$ cat config.mk
export PLATFORM = sky130hd
export DESIGN_NAME = lbc_div_cell
export DESIGN_NICKNAME = d
export VERILOG_FILES = /design/src/hw/rtl/lbc_pkg.sv /design/src/hw/rtl/lbc_div_cell.sv
export SDC_FILE = /design/constraint.sdc
export NUM_CORES = 1
export LEC_CHECK = 0
export BUFFER_PORTS_ARGS = -buffer_cell sky130_fd_sc_hd__buf_2
export CAP_MARGIN = 20
export CORE_AREA = 2 2 430 432
export DETAILED_ROUTE_END_ITERATION = 7
export DIE_AREA = 0 0 432 434
export PLACE_DENSITY = 0.41
export SKIP_CTS_REPAIR_TIMING = 1
export SLEW_MARGIN = 20
export SYNTH_ARGS = -nofsm -noshare
export SYNTH_HDL_FRONTEND = slang
export SYNTH_SLANG_ARGS = --single-unit
$ cat constraint.sdc
create_clock -name clk -period 0.8 [get_ports clk]
set_input_delay 0.04 -clock clk [delete_from_list [all_inputs] [get_ports clk]]
set_output_delay 0.04 -clock clk [all_outputs]
set_load 0.03 [all_outputs]
$ cat src/hw/rtl/lbc_pkg.sv
// ============================================================================
// lbc_pkg - shared types and constants of the line rectangle clipper
// Channel payloads, per-lane division side data and register indexes.
// ============================================================================
package lbc_pkg;

    localparam int COORD_W   = 24;   // Q16.8 coordinate
    localparam int DIFF_W    = 25;   // endpoint difference
    localparam int MAG_W     = 24;   // |p| and divider remainder
    localparam int RECT_W    = 16;   // rectangle registers
    localparam int CFG_IDX_W = 2;
    localparam int NUM_LANES = 4;    // left, right, top, bottom

    localparam logic [CFG_IDX_W-1:0] CFG_RECT_LEFT   = 2'd0;
    localparam logic [CFG_IDX_W-1:0] CFG_RECT_TOP    = 2'd1;
    localparam logic [CFG_IDX_W-1:0] CFG_RECT_WIDTH  = 2'd2;
    localparam logic [CFG_IDX_W-1:0] CFG_RECT_HEIGHT = 2'd3;

    typedef struct packed {
        logic signed [COORD_W-1:0] start_x;
        logic signed [COORD_W-1:0] start_y;
        logic signed [COORD_W-1:0] end_x;
        logic signed [COORD_W-1:0] end_y;
        logic                      extend_start;
        logic                      extend_end;
    } seg_t;

    typedef struct packed {
        logic                      visible;
        logic signed [COORD_W-1:0] clip_start_x;
        logic signed [COORD_W-1:0] clip_start_y;
        logic signed [COORD_W-1:0] clip_end_x;
        logic signed [COORD_W-1:0] clip_end_y;
    } clip_t;

    // segment data that rides along the pipeline
    typedef struct packed {
        logic signed [COORD_W-1:0] x1;
        logic signed [COORD_W-1:0] y1;
        logic signed [COORD_W-1:0] x2;
        logic signed [COORD_W-1:0] y2;
        logic signed [DIFF_W-1:0]  dx;
        logic signed [DIFF_W-1:0]  dy;
        logic                      ext_start;
        logic                      ext_end;
    } lbc_item_t;

    // one boundary term: |p| and the signs needed to rebuild t
    typedef struct packed {
        logic [MAG_W-1:0] mag;
        logic             pzero;
        logic             pneg;
        logic             qneg;
        logic             ovf;
    } lbc_lane_t;

    typedef struct packed {
        lbc_item_t                       item;
        lbc_lane_t [NUM_LANES-1:0]       lane;
    } lbc_side_t;

endpackage

$ cat src/hw/rtl/lbc_div_cell.sv
// ============================================================================
// lbc_div_cell - one quotient bit of the four boundary divisions
// Restoring step on each lane; side data passes to the next cell.
// ============================================================================
module lbc_div_cell
    import lbc_pkg::*;
#(
    parameter int QUO_W = 48
)
(
    input  logic                                clk,
    input  logic                                rst_n,
    input  logic                                advance,
    input  logic                                valid_in,
    input  lbc_side_t                           side_in,
    input  logic [NUM_LANES-1:0][MAG_W-1:0]     rem_in,
    input  logic [NUM_LANES-1:0][QUO_W-1:0]     quo_in,
    output logic                                valid_out,
    output lbc_side_t                           side_out,
    output logic [NUM_LANES-1:0][MAG_W-1:0]     rem_out,
    output logic [NUM_LANES-1:0][QUO_W-1:0]     quo_out
);

    logic                            valid_reg;
    lbc_side_t                       side_reg;
    logic [NUM_LANES-1:0][MAG_W-1:0] rem_reg, rem_next;
    logic [NUM_LANES-1:0][QUO_W-1:0] quo_reg, quo_next;
    logic [MAG_W:0]                  shifted [NUM_LANES];
    logic [MAG_W+1:0]                trial   [NUM_LANES];

    always_comb
    begin
        for (int i = 0; i < NUM_LANES; i++)
        begin
            shifted[i] = {rem_in[i], quo_in[i][QUO_W-1]};
            trial[i]   = {1'b0, shifted[i]} - {2'b00, side_in.lane[i].mag};
            if (!trial[i][MAG_W+1])
                rem_next[i] = trial[i][MAG_W-1:0];
            else
                rem_next[i] = shifted[i][MAG_W-1:0];
            quo_next[i] = {quo_in[i][QUO_W-2:0], ~trial[i][MAG_W+1]};
        end
    end

    always_ff @(posedge clk or negedge rst_n)
    begin
        if (!rst_n)
            valid_reg <= 1'b0;
        else if (advance)
            valid_reg <= valid_in;
    end

    always_ff @(posedge clk)
    begin
        if (advance)
        begin
            side_reg <= side_in;
            rem_reg  <= rem_next;
            quo_reg  <= quo_next;
        end
    end

    assign valid_out = valid_reg;
    assign side_out  = side_reg;
    assign rem_out   = rem_reg;
    assign quo_out   = quo_reg;

endmodule

* Word level (Yosys, flattened, before mapping)
Index checks and enable logic that the tools add are counted.
** Storage, ports and cells
- Register bits after elaboration :: 549
- Bits of input ports :: 552
- Output and inout port bits :: 549
- Word-level logic and storage cells :: 49
** Cells by class
- $add $sub $neg :: 4
- Mux-type cells :: 4
- Bitwise logic cells :: 4
** Operator list (number)
- $sub A25 B24 Y26 :: 4
- $mux W24 :: 4
- $not A1 Y1 :: 4

* Depth between registers and ports, before layout
- Word-level depth :: 2
- Depth in mapped cells :: 13
- Depth with buffers taken out :: 12

* Least setup slack after synthesis
OpenSTA, ideal clock, no wires.
- Path kind :: in2reg
- Start :: input side_in[65] in the netlist's numbering
- End :: register rem_reg (netlist bit rem_out[52]), data pin
- Setup time :: 260 ps
- Arrival time :: 2330 ps
- Required time :: 540 ps
- Setup slack :: -1791 ps
- Stages on the path :: 11
- Buffers on the path :: 1
- Path through :: inv_1 -> ha_1 -> and3_1 -> a221o_1 -> a31o_1 -> a41o_1 -> nand4_1 -> a21oi_1 -> a2111o_1 -> buf_4 -> mux2_4
** RTL lines
- start: declaration :: RTL line lbc_div_cell.sv:15 : input lbc_side_t side_in,
- end signal: assignment :: RTL line lbc_div_cell.sv:58 : rem_reg <= rem_next;
- end: declaration :: RTL line lbc_div_cell.sv:26 : logic [NUM_LANES-1:0][MAG_W-1:0] rem_reg, rem_next;

==> impl_metrics.json <==
{
  "grt_pass1_vias": 18800,
  "finalCritPeriodShare": 2.64,
  "drive_above_1_share": 0.523,
  "grt_first_pass_wirelength_um": 169000,
  "core_um2": 182000,
  "final_cell_mix": "551 x buf_2, 548 x edfxtp_1, 545 x dlygate4sd3_1",
  "finalWorstSetupSlack_ns": -1.31,
  "synth-edff-count": 548,
  "finalPower_mw": 97.5,
  "antenna_found_initial": 93,
  "hold_path.class": "in -> reg",
  "critical_path_depth": 13,
  "synth-main-ff-cell": "edfxtp_1",
  "worstRegToRegCells": 1,
  "tightest_slew_ns": 0.492,
  "cts-root-buf": "clkbuf_16",
  "num_rows": 157,
  "crit_family": "compound AO/OA/AOI/OAI gates",
  "dieHeight_um": 434,
  "clockBufferDepth": 3,
  "maxCapViolations": 0,
  "cp_max_fo": 7,
  "hold_violations": 14,
  "grt_usage": 0.135,
  "worstPathArrival_ns": 2.56,
  "cts.sinks": 549,
  "highest_layer": "met5",
  "syn_to_final_growth_pct": 112,
  "drt-vias-per-instance": 3.55,
  "grt_max_degree": 41,
  "clk_latency_ns": 0.67,
  "async_flop_share": 0.00182,
  "pin_count": 1101,
  "final_common_cell": "buf_2",
  "die_w_um": 432,
  "met3_length_um": 9670,
  "synth_area_per_cell_um2": 15.5,
  "gp_congestion": 0.886,
  "synth_seq_cells": 549,
  "synth_cells": 1449,
  "required_ns": 1.24,
  "grt_setup_unrepaired": "true",
  "wl_per_cell_um": 23.2,
  "timing.critical_path.buf_inv": 4,
  "tritoncts": "built",
  "fmax_ghz": 0.473,
  "antenna_left": 0,
  "dpl_cell_area_um2": 35100,
  "slew_headroom": 0.671,
  "violations": "hold timing, setup timing",
  "multiInputGateArea_um2": 6970,
  "worst_path_most_repeated_cell": "buf_6",
  "final_area_um2": 47800,
  "final_nets": 4235,
  "drtPass1Iterations": 4,
  "whs_ns": -0.391,
  "synth_cell_types": 70,
  "numCtsBuffers": 75,
  "fin_crit_ns": 2.11,
  "critPathKind": "in -> reg",
  "drc": 0,
  "fin_skew_ns": 0,
  "r2r_slack_ns": 0.03,
  "outcome": "finished, violations left",
  "syn_area_um2": 22500,
  "dr.first_iter.drc_count": 1029,
  "die-area_um2": 187000,
  "hold_depth": 1,
  "p_per_area_nw_per_um2": 2040,
  "portBuffers": 1100,
  "overflow": 0,
  "wl_um": 140000,
  "vias": 21500,
  "ir_drop_mv": 1.40,
  "synth_warnings": 0,
  "cts-htree-levels": 3,
  "fill_cells": 19000,
  "synth.net_count": 2101,
  "report.final.slew_viol_count": 0,
  "p_leak_nw": 20.2,
  "slowest_delay_ns": 0.36,
  "regArea_um2": 16500,
  "start_util": 0.123,
  "ys_seq_area_frac": 0.732,
  "setup_violations": 1192,
  "clk_pin_slew_ns": 0.06,
  "met2_length_um": 70600,
  "startpoint_type": "primary input",
  "hpwlAfterDp_um": 115000,
  "m1WireLength_um": 54700,
  "critical_path.cell_chain": "buf_6 -> inv_12 -> ha_4 -> and3_4 -> a221o_1 -> a31o_1 -> a41o_1 -> nand4_1 -> a21oi_2 -> a2111o_1 -> buf_12 -> buf_6 -> mux2_4",
  "worstSetupEndpointType": "flip-flop",
  "cpMaxStageDelayCell": "a2111o_1"
}
[layout make-up]
cell class,count,area share
timing repair buffer,2076,0.384
sequential,549,0.345
multi-input combinational,763,0.146
tap,2385,0.0625
clock buffer,86,0.0406
inverter,118,0.0107
clock inverter,48,0.00972
antenna,20,0.00105
[cells by family after synthesis]
logic type / count (synthesis) / synth area share
simple gates: 246 / 0.0509
xor+xnor: 69 / 0.0269
compound gates: 311 / 0.0889
buf+inv: 137 / 0.0244
fa+ha+maj: 100 / 0.0569
flops: 549 / 0.732
mux: 37 / 0.0196
[path summary, 6_finish.rpt]
| path | start | to |
|---|---|---|
| hold / removal | side_in[61] | side_out[61] |
| setup / recovery | side_in[65] | rem_out[63] |
| setup reg to reg | valid_out | valid_out |
| min in group asynchronous | rst_n | valid_out |
| max in group asynchronous | rst_n | valid_out |
| hold reg to reg | valid_out | valid_out |
[routing by layer]
| layer | up-vias | track usage |
|---|---|---|
| met5 | - | 0 |
| li1 | 9804 | - |
| met3 | 280 | 0.0431 |
| met2 | 857 | 0.240 |
| met1 | 10500 | 0.153 |
| met4 | 14 | 0.0415 |
[synth_stat cells, types with 10 or more instances]
cell | instances | area [um^2]
a21o_1 | 45 | 338
a21oi_1 | 95 | 475
a31oi_1 | 14 | 87.6
and3_1 | 10 | 62.6
edfxtp_1 | 548 | 16500
ha_1 | 96 | 1200
inv_1 | 118 | 443
mux2_1 | 15 | 169
nand2_1 | 58 | 218
nand2b_1 | 18 | 113
nand3_1 | 15 | 75.1
nor2_1 | 90 | 338
nor2b_1 | 17 | 106
nor3_1 | 12 | 60.1
o21a_1 | 13 | 97.6
o21ai_0 | 63 | 315
xnor2_1 | 34 | 298
xor2_1 | 35 | 307
[sequential cells by signal (all words and copies together), names as in the netlist]
name	count
quo_out	192
valid_out	1
side_out	260
rem_out	96
[stage by stage]
step | utilization | TNS [ns] | setup slack (ns) | instances
after floorplan | - | -144.56 | -1.62 | 1449
after global placement | 0.192 | -264.78 | -2.08 | 5303
after detailed placement | 0.192 | -266.34 | -2.14 | 5303
after CTS | 0.205 | -432.96 | -1.36 | 5437
after global routing | 0.262 | -590.85 | -1.31 | 6030
final | 0.262 | -523.79 | -1.31 | 6045
[report_power, final]
group / total (mW) / internal, mW / switching [mW]
Clock: 33.7 / 19.2 / 14.5
Combinational: 27.3 / 13.1 / 14.2
Sequential: 36.5 / 34.9 / 1.61
Total: 97.5 / 67.2 / 30.3
Note: power is estimated with default switching activity, not from simulation.
