**src/hw/rtl/lbc_pkg.sv**
```systemverilog
// ============================================================================
// lbc_pkg - shared types and constants of the line rectangle clipper
// Channel payloads, per-lane division side data and register indexes.
// ============================================================================
package lbc_pkg;

    localparam int COORD_W   = 24;   // Q16.8 coordinate
    localparam int DIFF_W    = 25;   // endpoint difference
    localparam int MAG_W     = 24;   // |p| and divider remainder
    localparam int RECT_W    = 16;   // rectangle registers
    localparam int CFG_IDX_W = 2;
    localparam int NUM_LANES = 4;    // left, right, top, bottom

    localparam logic [CFG_IDX_W-1:0] CFG_RECT_LEFT   = 2'd0;
    localparam logic [CFG_IDX_W-1:0] CFG_RECT_TOP    = 2'd1;
    localparam logic [CFG_IDX_W-1:0] CFG_RECT_WIDTH  = 2'd2;
    localparam logic [CFG_IDX_W-1:0] CFG_RECT_HEIGHT = 2'd3;

    typedef struct packed {
        logic signed [COORD_W-1:0] start_x;
        logic signed [COORD_W-1:0] start_y;
        logic signed [COORD_W-1:0] end_x;
        logic signed [COORD_W-1:0] end_y;
        logic                      extend_start;
        logic                      extend_end;
    } seg_t;

    typedef struct packed {
        logic                      visible;
        logic signed [COORD_W-1:0] clip_start_x;
        logic signed [COORD_W-1:0] clip_start_y;
        logic signed [COORD_W-1:0] clip_end_x;
        logic signed [COORD_W-1:0] clip_end_y;
    } clip_t;

    // segment data that rides along the pipeline
    typedef struct packed {
        logic signed [COORD_W-1:0] x1;
        logic signed [COORD_W-1:0] y1;
        logic signed [COORD_W-1:0] x2;
        logic signed [COORD_W-1:0] y2;
        logic signed [DIFF_W-1:0]  dx;
        logic signed [DIFF_W-1:0]  dy;
        logic                      ext_start;
        logic                      ext_end;
    } lbc_item_t;

    // one boundary term: |p| and the signs needed to rebuild t
    typedef struct packed {
        logic [MAG_W-1:0] mag;
        logic             pzero;
        logic             pneg;
        logic             qneg;
        logic             ovf;
    } lbc_lane_t;

    typedef struct packed {
        lbc_item_t                       item;
        lbc_lane_t [NUM_LANES-1:0]       lane;
    } lbc_side_t;

endpackage

```
**src/hw/rtl/lbc_along.sv**
```systemverilog
// ============================================================================
// lbc_along - point on the line: base + t * dir, rounded half up, saturated
// Two register stages: split partial products, then their sum.
// ============================================================================
module lbc_along
    import lbc_pkg::*;
#(
    parameter int T_W       = 48,
    parameter int FRAC_BITS = 24
)
(
    input  logic                      clk,
    input  logic                      advance,
    input  logic signed [COORD_W-1:0] base,
    input  logic signed [DIFF_W-1:0]  dir,
    input  logic signed [T_W-1:0]     t,
    output logic signed [COORD_W-1:0] coord
);

    localparam int LO_W  = T_W / 2;
    localparam int HI_W  = T_W - LO_W;
    localparam int HP_W  = HI_W + DIFF_W;
    localparam int LP_W  = LO_W + 1 + DIFF_W;
    localparam int SUM_W = T_W + DIFF_W + 1;

    localparam logic signed [SUM_W-1:0] HALF  = SUM_W'(1) <<< (FRAC_BITS - 1);
    localparam logic signed [SUM_W-1:0] C_MAX = (SUM_W'(1) <<< (COORD_W - 1)) - SUM_W'(1);
    localparam logic signed [SUM_W-1:0] C_MIN = -(SUM_W'(1) <<< (COORD_W - 1));

    logic signed [HP_W-1:0]    ph_reg, ph_next;
    logic signed [LP_W-1:0]    pl_reg, pl_next;
    logic signed [SUM_W-1:0]   sum_reg, sum_next;
    logic signed [COORD_W-1:0] base1_reg, base2_reg;
    logic signed [SUM_W-1:0]   off, wide;

    assign ph_next  = $signed(t[T_W-1:LO_W]) * dir;
    assign pl_next  = $signed({1'b0, t[LO_W-1:0]}) * dir;
    assign sum_next = (SUM_W'(ph_reg) <<< LO_W) + SUM_W'(pl_reg) + HALF;

    always_ff @(posedge clk)
    begin
        if (advance)
        begin
            ph_reg    <= ph_next;
            pl_reg    <= pl_next;
            base1_reg <= base;
            sum_reg   <= sum_next;
            base2_reg <= base1_reg;
        end
    end

    assign off  = sum_reg >>> FRAC_BITS;
    assign wide = off + SUM_W'(base2_reg);

    always_comb
    begin
        if (wide > C_MAX)
            coord = C_MAX[COORD_W-1:0];
        else if (wide < C_MIN)
            coord = C_MIN[COORD_W-1:0];
        else
            coord = wide[COORD_W-1:0];
    end

endmodule

```
**config.mk**
```make
export PLATFORM = sky130hd
export DESIGN_NAME = lbc_along
export DESIGN_NICKNAME = d
export VERILOG_FILES = /design/src/hw/rtl/lbc_pkg.sv /design/src/hw/rtl/lbc_along.sv
export SDC_FILE = /design/constraint.sdc
export NUM_CORES = 2
export LEC_CHECK = 0
export ABC_AREA = 1
export BUFFER_PORTS_ARGS = -buffer_cell sky130_fd_sc_hd__buf_2
export CORE_MARGIN = 2
export CORE_UTILIZATION = 45
export DETAILED_ROUTE_END_ITERATION = 6
export GPL_TIMING_DRIVEN = 1
export PLACE_DENSITY = 0.71
export SLEW_MARGIN = 10
export SYNTH_ARGS = -nofsm -noshare
export SYNTH_HDL_FRONTEND = slang
export SYNTH_SLANG_ARGS = --single-unit
export TNS_END_PERCENT = 20
```
**constraint.sdc**
```tcl
create_clock -name clk -period 11.5 [get_ports clk]
set_input_delay 1.15 -clock clk [delete_from_list [all_inputs] [get_ports clk]]
set_output_delay 1.15 -clock clk [all_outputs]
set_load 0.005 [all_outputs]
```
-- Word level (Yosys, flattened, before mapping)
Index checks and enable logic that the tools add are counted.
- $lt $le $gt $ge: 2
- add/sub/neg operators: 3
- mux-type cells: 2
- multipliers: 2
- operators with widths (cell ; number):
    73-bit by 50-bit adder with 74-bit output ; 1
    74-bit by 25-bit adder with 74-bit output (second input constant) ; 1
    50-bit by 24-bit adder with 51-bit output ; 1
    51-bit by 24-bit > comparator with 1-bit output (second input constant) ; 1
    51-bit by 24-bit < comparator with 1-bit output (second input constant) ; 1
    25-bit by 25-bit multiplier with 50-bit output ; 1
    24-bit by 25-bit multiplier with 49-bit output ; 1
    24-bit two-way mux ; 2
- word-level logic and storage cells: 14
- input port bits: 99
- flip-flop bits (word level): 221

-- Logic depth before layout (Yosys ltp)
- word-level depth: 4
- mapped depth: 31
- gate-level depth less buffers: 29

-- Least setup slack after synthesis
Ideal clock, no wire load.
- path type: in2reg
- start point: in dir[24]
- end point: reg ph_reg[48] (data pin)
- setup slack: 3.897 ns
- stages on the path: 22
- data arrival time: 7.340 ns
- buffers on the path: 2
- cells stage by stage: clkbuf_1 -> clkbuf_1 -> nand2_1 -> inv_1 -> fa_1 -> fa_1 -> inv_1 -> fa_1 -> inv_1 -> fa_1 -> fa_1 -> fa_1 -> fa_1 -> ha_1 -> nand2_1 -> nor2_1 -> inv_1 -> nor4_1 -> nand3_1 -> nand3_1 -> a31oi_1 -> xor2_1
- word-level cells in the longest chain between the ends: 1
- RTL lines (item ; line ; text):
    from (decl) ; lbc_along.sv:15 ; input logic signed [DIFF_W-1:0] dir,
    24-bit by 25-bit multiplier with 49-bit output ; lbc_along.sv:36 ; assign ph_next = $signed(t[T_W-1:LO_W]) * dir;
    net ph_next[48] ; lbc_along.sv:30 ; logic signed [HP_W-1:0] ph_reg, ph_next;
    to (signal assigned) ; lbc_along.sv:44 ; ph_reg <= ph_next;
    to (decl) ; lbc_along.sv:30 ;
The timed path passes the listed nets, and every way through them passes these cells.
A chain may end at the register's enable or synchronous reset.

-- Worst setup path in the final report
- start point: in dir[24]
- end point: reg ph_reg[47] (data pin)
Same word-level chain as after synthesis.

==> metrics.txt <==
result of the run=completed; full die area=about 0.13 sq mm; Critical Path End Type=flop; TritonCTS clock tree=done; I/O Buffers=approximately 120; FF-to-FF path depth=12; share of flip-flops with an asynchronous set or reset=0; FP Rows=about 130; syn_area_per_cell=around 7.8 sq um; first-pass GRT wire length=roughly 250000 microns; area share of the largest cell type after synthesis=0.403; crit share post-route=0.690; gr usage total=0.249; cell taking the most area after synthesis=fa_1; Max Root-Sink Buffers=2; I/O pin total=~120; CP arrival=8140 ps; register area share after synthesis=0.0929; Post-Syn Instances=7210; Tmin final=between 7000 and 8000 ps; worst r2r src=pl_reg[23]; Post-DRT Antenna Nets=0; crit-path max FO=27; Post-CTS Setup Bufs=0; CTS Root Cell=clkbuf_16; largest cells by area after synthesis=fa_1 40%, inv_1 14%, nand2_1 13%; Final setup viols=0; register bit total from synthesis=~170; detailed-route wire length per cell=~18 microns; global route overflow=0; TritonCTS Buffers=17; largest net degree at the start of global routing=between 90 and 100; Vias=between 40k and 50k; initial antenna violation count=9; final hold vios=0; max reg flops=50; hold buffer count at CTS=0; Setup Skew=around 14 ps; Final #Nets=8781; Max Cap Viol=0; final wirelength=approximately 150000 microns; RR Endpoint=sum_reg[63]; FF-to-FF setup slack=approximately 8300 ps; HPWL Detailed=126000 microns; die span in x=357 microns; Placer Congestion=slightly below 1; most numerous cell in the Yosys netlist=inv_1; die height=~360 microns; vias in the first global route=47.4k; Post-CTS Resized=0; EDFF count, synth=174; synth unique cells=49; Worst Setup SP=dir[24]; f_max=126 MHz; Starting Density=0.454; Slew HR=0.259; core area=~0.12 sq mm; drt initial violations=roughly 3.5k; fraction of layout cells with a size suffix above 1=0.0374; syn_nets=8885; Least-Margin Pin Slew=~1100 ps; Hold Crit Class=reg2reg; kind of critical path=in2reg; Ys Warns=0; Clock Latency Late Sink=470 ps; H-tree depth=4; CP Capture Point=ph_reg[47]; Crit path required time=11710 ps; DRC=0; fin. max-slew vios=0; Reg clk slew, reported paths=~70 ps; Setup TNS Final=0 ps; Vias/cell=roughly 5.1; Post-synth top cells=2147 x inv_1, 1895 x nand2_1, 1133 x fa_1, 443 x ha_1, 277 x nor2_1; Sink Count=174; area of the mapped netlist=~0.056 sq mm; Pre-Repair DR Iteration Count=6; RSZ-0062 raised after global routing=false; crit start category=input port; Synth Flop Type=edfxtp_1; area grow syn2layout=4.29%
## cells in the final DEF, fill, tap and decap left out, types with 55 or more instances in the layout
cell and count:
a21oi_1 202, nand2_1 1895, nand3_1 86, edfxtp_1 174
fa_1 1133, nor2_1 277, inv_1 2147, o21ai_0 100
buf_2 121, xnor2_1 55, ha_1 443, xor2_1 103
## worst max-delay path: stages
cell and delay, ps:
buf_2 530, nand2_1 190, inv_1 170, fa_1 550
fa_1 690, inv_1 200, fa_1 560, inv_1 400
fa_1 530, fa_1 570, fa_1 430, fa_1 460
ha_1 400, nand2_1 100, nor2_1 110, inv_1 70
nor4_1 340, o21ai_0 140, o2111ai_1 190, a21oi_1 160
xor2_1 170
## area by class of cell
class / instances / area, sq um
Clock buffer: 17 / 425
Sequential cell: 174 / 5230
Antenna cell: 2 / 5.00
Clock inverter: 15 / 170
Multi-Input combinational cell: 4612 / 41900
Timing Repair Buffer: 148 / 812
Tap cell: 1637 / 2050
Fill cell: 11949 / 65200
Inverter: 2153 / 8080
## metrics by stage
stage	instance area, sq um	setup slack [ps]	util	hold WS [ps]	cells
6_report	58600	3570	0.474	417	8758
5_1_grt	58600	3060	0.474	420	8758
3_5_place_dp	58000	3090	0.469	406	8724
2_1_floorplan	56200	3900	-	400	7210
4_1_cts	58600	3570	0.474	413	8756
3_3_place_gp	58000	3150	0.469	403	8724
## kinds of logic (layout without fill, tap and decap cells)
logic type               after synthesis  in the layout  share of synthesized area
flip-flops                           174            174                     0.0929
buffers and inverters               2424           2333                      0.162
XOR/XNOR                             158            158                     0.0246
other                                  0              2                          0
AO/OA/AOI/OAI                        447            447                     0.0458
AND/OR/NAND/NOR                     2431           2431                      0.172
adder cells (fa/ha/maj)             1576           1576                      0.502
## worst min path at each step
stage                        startpoint             to  cells after the start
after floorplan            base1_reg[0]   base2_reg[0]                      0
after global placement    base1_reg[17]  base2_reg[17]                      0
after detailed placement  base1_reg[23]  base2_reg[23]                      0
after CTS                 base1_reg[12]  base2_reg[12]                      0
after global routing      base1_reg[12]  base2_reg[12]                      0
final                     base1_reg[14]  base2_reg[14]                      0
## metal layers
| layer | wire length [microns] | part of all wire | track usage |
|---|---|---|---|
| met1 | 67200 | 0.44 | 0.347 |
| met2 | 70000 | 0.46 | 0.405 |
| met3 | 12500 | 0.081 | 0.0378 |
| met4 | 4070 | 0.026 | 0.0701 |
| met5 | 33 | 0.00021 | 0 |
Power is not shown: default switching activity piles up to over one toggle a cycle in this logic, so the estimate is an artifact.
