==> config.mk <==
export PLATFORM = sky130hd
export DESIGN_NAME = lbc_bound_cell
export DESIGN_NICKNAME = d
export VERILOG_FILES = /design/src/hw/rtl/lbc_pkg.sv /design/src/hw/rtl/lbc_bound_cell.sv
export SDC_FILE = /design/constraint.sdc
export NUM_CORES = 1
export LEC_CHECK = 0
export BUFFER_PORTS_ARGS = -buffer_cell sky130_fd_sc_hd__buf_2
export CAP_MARGIN = 20
export CORE_AREA = 2 2 429 431
export CTS_CLUSTER_DIAMETER = 40
export DETAILED_ROUTE_END_ITERATION = 16
export DIE_AREA = 0 0 431 433
export SLEW_MARGIN = 10
export SYNTH_ARGS = -nofsm -noshare
export SYNTH_HDL_FRONTEND = slang
export SYNTH_SLANG_ARGS = --single-unit
==> constraint.sdc <==
create_clock -name clk -period 0.8 [get_ports clk]
set_clock_uncertainty 0.05 [all_clocks]
set_input_delay 0.12 -clock clk [delete_from_list [all_inputs] [get_ports clk]]
set_output_delay 0.12 -clock clk [all_outputs]
set_load 0.02 [all_outputs]
==> src/hw/rtl/lbc_pkg.sv <==
// ============================================================================
// lbc_pkg - shared types and constants of the line rectangle clipper
// Channel payloads, per-lane division side data and register indexes.
// ============================================================================
package lbc_pkg;

    localparam int COORD_W   = 24;   // Q16.8 coordinate
    localparam int DIFF_W    = 25;   // endpoint difference
    localparam int MAG_W     = 24;   // |p| and divider remainder
    localparam int RECT_W    = 16;   // rectangle registers
    localparam int CFG_IDX_W = 2;
    localparam int NUM_LANES = 4;    // left, right, top, bottom

    localparam logic [CFG_IDX_W-1:0] CFG_RECT_LEFT   = 2'd0;
    localparam logic [CFG_IDX_W-1:0] CFG_RECT_TOP    = 2'd1;
    localparam logic [CFG_IDX_W-1:0] CFG_RECT_WIDTH  = 2'd2;
    localparam logic [CFG_IDX_W-1:0] CFG_RECT_HEIGHT = 2'd3;

    typedef struct packed {
        logic signed [COORD_W-1:0] start_x;
        logic signed [COORD_W-1:0] start_y;
        logic signed [COORD_W-1:0] end_x;
        logic signed [COORD_W-1:0] end_y;
        logic                      extend_start;
        logic                      extend_end;
    } seg_t;

    typedef struct packed {
        logic                      visible;
        logic signed [COORD_W-1:0] clip_start_x;
        logic signed [COORD_W-1:0] clip_start_y;
        logic signed [COORD_W-1:0] clip_end_x;
        logic signed [COORD_W-1:0] clip_end_y;
    } clip_t;

    // segment data that rides along the pipeline
    typedef struct packed {
        logic signed [COORD_W-1:0] x1;
        logic signed [COORD_W-1:0] y1;
        logic signed [COORD_W-1:0] x2;
        logic signed [COORD_W-1:0] y2;
        logic signed [DIFF_W-1:0]  dx;
        logic signed [DIFF_W-1:0]  dy;
        logic                      ext_start;
        logic                      ext_end;
    } lbc_item_t;

    // one boundary term: |p| and the signs needed to rebuild t
    typedef struct packed {
        logic [MAG_W-1:0] mag;
        logic             pzero;
        logic             pneg;
        logic             qneg;
        logic             ovf;
    } lbc_lane_t;

    typedef struct packed {
        lbc_item_t                       item;
        lbc_lane_t [NUM_LANES-1:0]       lane;
    } lbc_side_t;

endpackage

==> src/hw/rtl/lbc_bound_cell.sv <==
// ============================================================================
// lbc_bound_cell - one Liang-Barsky boundary update
// Applies lane 0 to tmin/tmax, then rotates the lanes for the next cell.
// ============================================================================
module lbc_bound_cell
    import lbc_pkg::*;
#(
    parameter int T_W = 48
)
(
    input  logic                              clk,
    input  logic                              rst_n,
    input  logic                              advance,
    input  logic                              valid_in,
    input  lbc_side_t                         side_in,
    input  logic [NUM_LANES-1:0][T_W-1:0]     t_in,
    input  logic                              vis_in,
    input  logic signed [T_W-1:0]             tmin_in,
    input  logic signed [T_W-1:0]             tmax_in,
    output logic                              valid_out,
    output lbc_side_t                         side_out,
    output logic [NUM_LANES-1:0][T_W-1:0]     t_out,
    output logic                              vis_out,
    output logic signed [T_W-1:0]             tmin_out,
    output logic signed [T_W-1:0]             tmax_out
);

    logic                          valid_reg;
    lbc_side_t                     side_reg, side_next;
    logic [NUM_LANES-1:0][T_W-1:0] t_reg, t_next;
    logic                          vis_reg, vis_next;
    logic signed [T_W-1:0]         tmin_reg, tmin_next;
    logic signed [T_W-1:0]         tmax_reg, tmax_next;
    logic signed [T_W-1:0]         t_cur;
    lbc_lane_t                     ln;
    logic                          gt_max, gt_min, lt_min, lt_max;

    assign t_cur  = $signed(t_in[0]);
    assign ln     = side_in.lane[0];
    assign gt_max = t_cur > tmax_in;
    assign gt_min = t_cur > tmin_in;
    assign lt_min = t_cur < tmin_in;
    assign lt_max = t_cur < tmax_in;

    always_comb
    begin
        vis_next  = vis_in;
        tmin_next = tmin_in;
        tmax_next = tmax_in;
        if (vis_in)
        begin
            if (ln.pzero)
            begin
                if (ln.qneg)
                    vis_next = 1'b0;
            end
            else if (ln.pneg)
            begin
                // entering edge
                if (gt_max && !side_in.item.ext_end)
                    vis_next = 1'b0;
                else
                begin
                    if (gt_max)
                        tmax_next = t_cur;
                    if (gt_min)
                        tmin_next = t_cur;
                end
            end
            else
            begin
                // leaving edge
                if (lt_min && !side_in.item.ext_start)
                    vis_next = 1'b0;
                else
                begin
                    if (lt_min)
                        tmin_next = t_cur;
                    if (lt_max)
                        tmax_next = t_cur;
                end
            end
        end
        side_next      = side_in;
        side_next.lane = {side_in.lane[0], side_in.lane[NUM_LANES-1:1]};
        t_next         = {t_in[0], t_in[NUM_LANES-1:1]};
    end

    always_ff @(posedge clk or negedge rst_n)
    begin
        if (!rst_n)
            valid_reg <= 1'b0;
        else if (advance)
            valid_reg <= valid_in;
    end

    always_ff @(posedge clk)
    begin
        if (advance)
        begin
            side_reg <= side_next;
            t_reg    <= t_next;
            vis_reg  <= vis_next;
            tmin_reg <= tmin_next;
            tmax_reg <= tmax_next;
        end
    end

    assign valid_out = valid_reg;
    assign side_out  = side_reg;
    assign t_out     = t_reg;
    assign vis_out   = vis_reg;
    assign tmin_out  = tmin_reg;
    assign tmax_out  = tmax_reg;

endmodule

# Yosys cells after proc, flatten, opt, wreduce, memory -nomap -nowiden
# Index checks and enable logic that the tools add are counted.
# totals
word_cells,63
output_inout_bits,550
regBits,550
input_bits,553
# classes
muxes,19
magnitude_cmp,4
n_reduce_logical,4
# op_table
op,n
$mux 48,14
$gt 48x48->1,2
$lt 48x48->1,2
$mux 1,5
$logic_and 1x1->1,2
$logic_not 1->1,2

# Logic depth before layout (Yosys ltp)
# depth
word_depth,6
depth_mapped,14
depth_no_buf,11

# Worst setup path after synthesis
# OpenSTA, ideal clock, no wires.
# synth_path
kind,input to register
start,input port tmin_in[15]
end,"register tmax_reg[17], in the netlist tmax_out[17], data pin"
setup_time_ns,0.260
path_stages,13
arrival_ns,2.853
required_time_ns,0.490
path_slack_ns,-2.363
path_buffers,2
cell_sequence,inv_1 ha_1 nand4_1 or4_1 a21o_1 a311oi_2 o21ai_2 and4b_1 nor3_2 mux2_2 buf_6 buf_12 mux2_4
# synth_via
elab_chain_cells,6
# synth_lines
element,line,text
from (decl),lbc_bound_cell.sv:18,"input logic signed [T_W-1:0] tmin_in,"
$lt 48x48->1,lbc_bound_cell.sv:42,assign lt_min = t_cur < tmin_in;
$logic_and 1x1->1,lbc_bound_cell.sv:73,if (lt_min && !side_in.item.ext_start)
$mux 48,lbc_bound_cell.sv:73,
$mux 48,lbc_bound_cell.sv:57,else if (ln.pneg)
$mux 48,lbc_bound_cell.sv:52,if (ln.pzero)
$mux 48,lbc_bound_cell.sv:50,if (vis_in)
named net tmax_next[17],lbc_bound_cell.sv:33,"logic signed [T_W-1:0] tmax_reg, tmax_next;"
to (signal assigned),lbc_bound_cell.sv:105,tmax_reg <= tmax_next;
to (decl),lbc_bound_cell.sv:33,
# The timed path passes the listed nets, and every way through them passes these cells.
# A chain may end at the register's enable or synchronous reset.

# Worst setup path after layout
# layout_path
start,input port t_in[14] (netlist bit)
end,"register tmax_reg[21], in the netlist tmax_out[21], data pin"
# layout_via
elab_chain_cells,6
word_cells_on_any_way,12
cone_classes,order compare (3); mux (7); reduce/logical (2)
# layout_lines
element,line,text
from (decl),lbc_bound_cell.sv:16,"input logic [NUM_LANES-1:0][T_W-1:0] t_in,"
$lt 48x48->1 (tied with other cells),lbc_bound_cell.sv:43,assign lt_max = t_cur < tmax_in;
$mux 48 (tied with other cells),lbc_bound_cell.sv:79,if (lt_max)
$mux 48 (on tied branches),"lbc_bound_cell.sv:73, lbc_bound_cell.sv:60",
$mux 48 *,lbc_bound_cell.sv:57,
$mux 48 *,lbc_bound_cell.sv:52,
$mux 48 *,lbc_bound_cell.sv:50,
named net tmax_next[21],lbc_bound_cell.sv:33,
# Mark *: on every way through the listed nets, which the timed path passes. The rest lies on a longest branch.

==> reports/metrics.csv <==
metric;value;unit
Post-Synth Simple-Gate Area;2.258;%
Root Buffer;clkbuf_16;
Leak;0.01916;uW
actual slew at the worst max-slew pin;0.6589;ns
Ys Warns;0;
DRT Wirelength;130400;microns
HP Class;primary input to register;
largest family of logic cells by synthesized area;multiplexers;
worst vdd ir;1.843;mV
HPWL after detailed placement;95390;microns
nets;3802;
layout cell share with drive strength beyond 1;51.13;%
RSZ-0062 raised after global routing;true;
Setup violations, final;790;
first-pass GRT wire length;165100;microns
Post-Synthesis Cells;1033;
area of the multi-input gates;4003;sq um
top_reg_cell synth;edfxtp_1;
top-area cell type share of the netlist area;80.41;%
PwrDens;2177;nW/um^2
fin crit period;2.857;ns
antenna-violating nets left;0;
via count;19170;
initial antenna violation count;74;
via/cell ratio;3.385;
Sequential Area;16510;sq um
WS Path Type;primary input to register;
# Max-Cap Violations;0;
clock sinks;550;
top-level I/O count;1103;
critical path required time;1.22;ns
WL per Instance;23.02;microns
Slew HR;55.88;%
WHS;-0.1142;ns
Data arrival, critical path;3.28;ns
x dimension of the die;431;microns
Starting Density;11.26;%
Synth Area per Inst;19.85;sq um
setup slack after layout;-2.057;ns
Max clock buf depth;3;
Synth Area in Adders;5.858;%
CP peak stage delay;0.53;ns
core area;182100;sq um
failing checks;negative hold slack, negative setup slack;
fill cell count;18530;
Final Cycle Share;357.1;%
CP cell instances;buf_6 > buf_6 > ha_4 > nand4_1 > or4_4 > a21o_1 > a311oi_2 > o21ai_2 > buf_6 > a21boi_4 > nor3_2 > mux2_4 > buf_12 > buf_16 > buf_4 > mux2_4;
Port Buffers;1102;
Pins Over Slew Limit;0;
First DRT Iteration DRCs;837;
Synth top cells by count;edfxtp_1, inv_1, ha_1;
post-synthesis sequential area ratio;80.53;%
CP Capture Type;register;
Num CTS Buffers;98;
CTS tree;done;
design area;45300;sq um
mapped cell area;20500;sq um
Post-Place Cells;4727;
GR Util All Layers;13.04;%
Async SR Flop Fraction;0.1818;%
DIE AREA;186600;sq um
most frequent cell after synthesis;edfxtp_1;
Reg2Reg Depth;1;
main area contributors after synthesis;edfxtp_1, ha_1, mux2_1;
status;finished, violations left;
Initial DRT Pass Iterations;5;
GP Congestion;0.8910;
Area growth, synth to finish;120.9;%
Die Y;433;microns
largest net degree at the start of global routing;34;
Non-Filler Instances;5662;
WHS Path Cells;2;
compound-cell area share of the yosys netlist;2.947;%
post-layout util;24.88;%
Area after DPL;31270;sq um
post-synthesis cell type count;49;
Total Power;98600;uW
Synth Area in XOR/XNOR;0.04272;%
CP most frequent cell;buf_6;
vias in the first global route;20200;
Crit-path slowest cell;or4_4;
Final Hold Fails;18;
Worst Path Max Fanout;13;
Synth Net Count;1682;
Critical Path Start Type;primary input;
post-synthesis cell type with the largest combined area;edfxtp_1;
H-tree depth;3;
Post-synth EDFFs;549;
Max Fclk;350.0;MHz
FF+latch count, synth;550;
Residual DRC;0;
clk_lat worst skew;0.73;ns
post-synthesis mux area share;5.925;%
Rows;157;
gr ovfl total;0;
clock slew at the register clock pins of the worst setup and hold paths;0.06;ns
==> metal layers <==
layer	routed length (microns)	vias to the layer above	track usage, %
li1	-	8364	-
met1	41470	9481	11.99
met2	70150	977	23.82
met3	9499	327	4.319
met4	9133	16	9.819
met5	101	-	0
==> kinds of logic after synthesis <==
family	Yosys count
multiplexers	98
AO/OA/AOI/OAI	96
AND/OR/NAND/NOR	82
adder cells (fa/ha/maj)	96
XOR/XNOR	1
buffers and inverters	110
flip-flops	550
==> cells in the final DEF, fill, tap and decap left out, drive strengths merged, types with 2 or more instances in the layout <==
cell type	count
or4	2
edfxtp	549
a21oi	44
nand4	20
a21o	14
inv	125
clkbuf	104
buf	1348
nor3	3
nand3b	4
nor4	3
o211a	2
a211oi	5
a311oi	2
o211ai	4
o21ai	15
dlygate4sd3	683
bufinv	15
nand2	21
clkinvlp	11
a21boi	2
nor2b	4
mux2	97
nor2	9
clkinv	28
ha	96
a32oi	2
nand2b	4
and4	4
diode	40
nand3	3
==> per-stage QoR <==
stage	setup slack, ns	setup TNS, ns	hold slack [ns]
after global placement	-2.935	-453.13	-0.1457
after detailed placement	-3.089	-461.65	-0.1417
after CTS	-1.950	-584.51	-0.3627
final	-2.057	-548.21	-0.1142
after global routing	-2.092	-592.42	-0.1828
after floorplan	-2.184	-205.99	-0.2256
==> what timing repair did <==
item,4_1_cts,5_1_grt
pin swaps,17,6
gates resized for setup,594,418
endpoints found under the setup margin,648,781
cloned,6,0
endpoints found under the hold margin,939,148
buffers inserted,21,7
hold buffers,682,1
==> worst max-delay path, delay by kind of cell <==
family	cells	cell delay, ns
multiplexers	2	0.58
buffers and inverters	6	0.79
AO/OA/AOI/OAI	4	0.70
AND/OR/NAND/NOR	3	0.80
adder cells (fa/ha/maj)	1	0.26
==> worst paths after layout <==
path                       slack [ns]             to       from
min in group asynchronous        0.33      valid_out      rst_n
min                             -0.11  side_out[192]    advance
min reg2reg                      0.48      valid_out  valid_out
max reg2reg                     -0.02      valid_out  valid_out
max                             -2.06   tmax_out[21]   t_in[14]
max in group asynchronous        0.26      valid_out      rst_n
==> final cells by class <==
cell class              count  area share (%)
repair buffers           2031           39.34
multi-input cells         373           8.836
clock inverters            80           2.251
clock buffers             104           5.463
flip-flops and latches    550           36.45
diodes                     40          0.2210
well taps                2385           6.587
inverters                  99          0.8507
==> sequential cells by signal, summed over array words and instances, names as in the netlist <==
signal	cells
tmin_out	48
valid_out	1
vis_out	1
t_out	192
side_out	260
tmax_out	48
==> report_power, final <==
group / switching (uW) / total [uW] / internal, uW / leakage, uW
combinational: 8930 / 18300 / 9370 / 0.0121
sequential: 1350 / 35800 / 34500 / 0.00538
clock: 16600 / 44500 / 27800 / 0.00168
No activity file was read; power rests on OpenSTA's default activity.
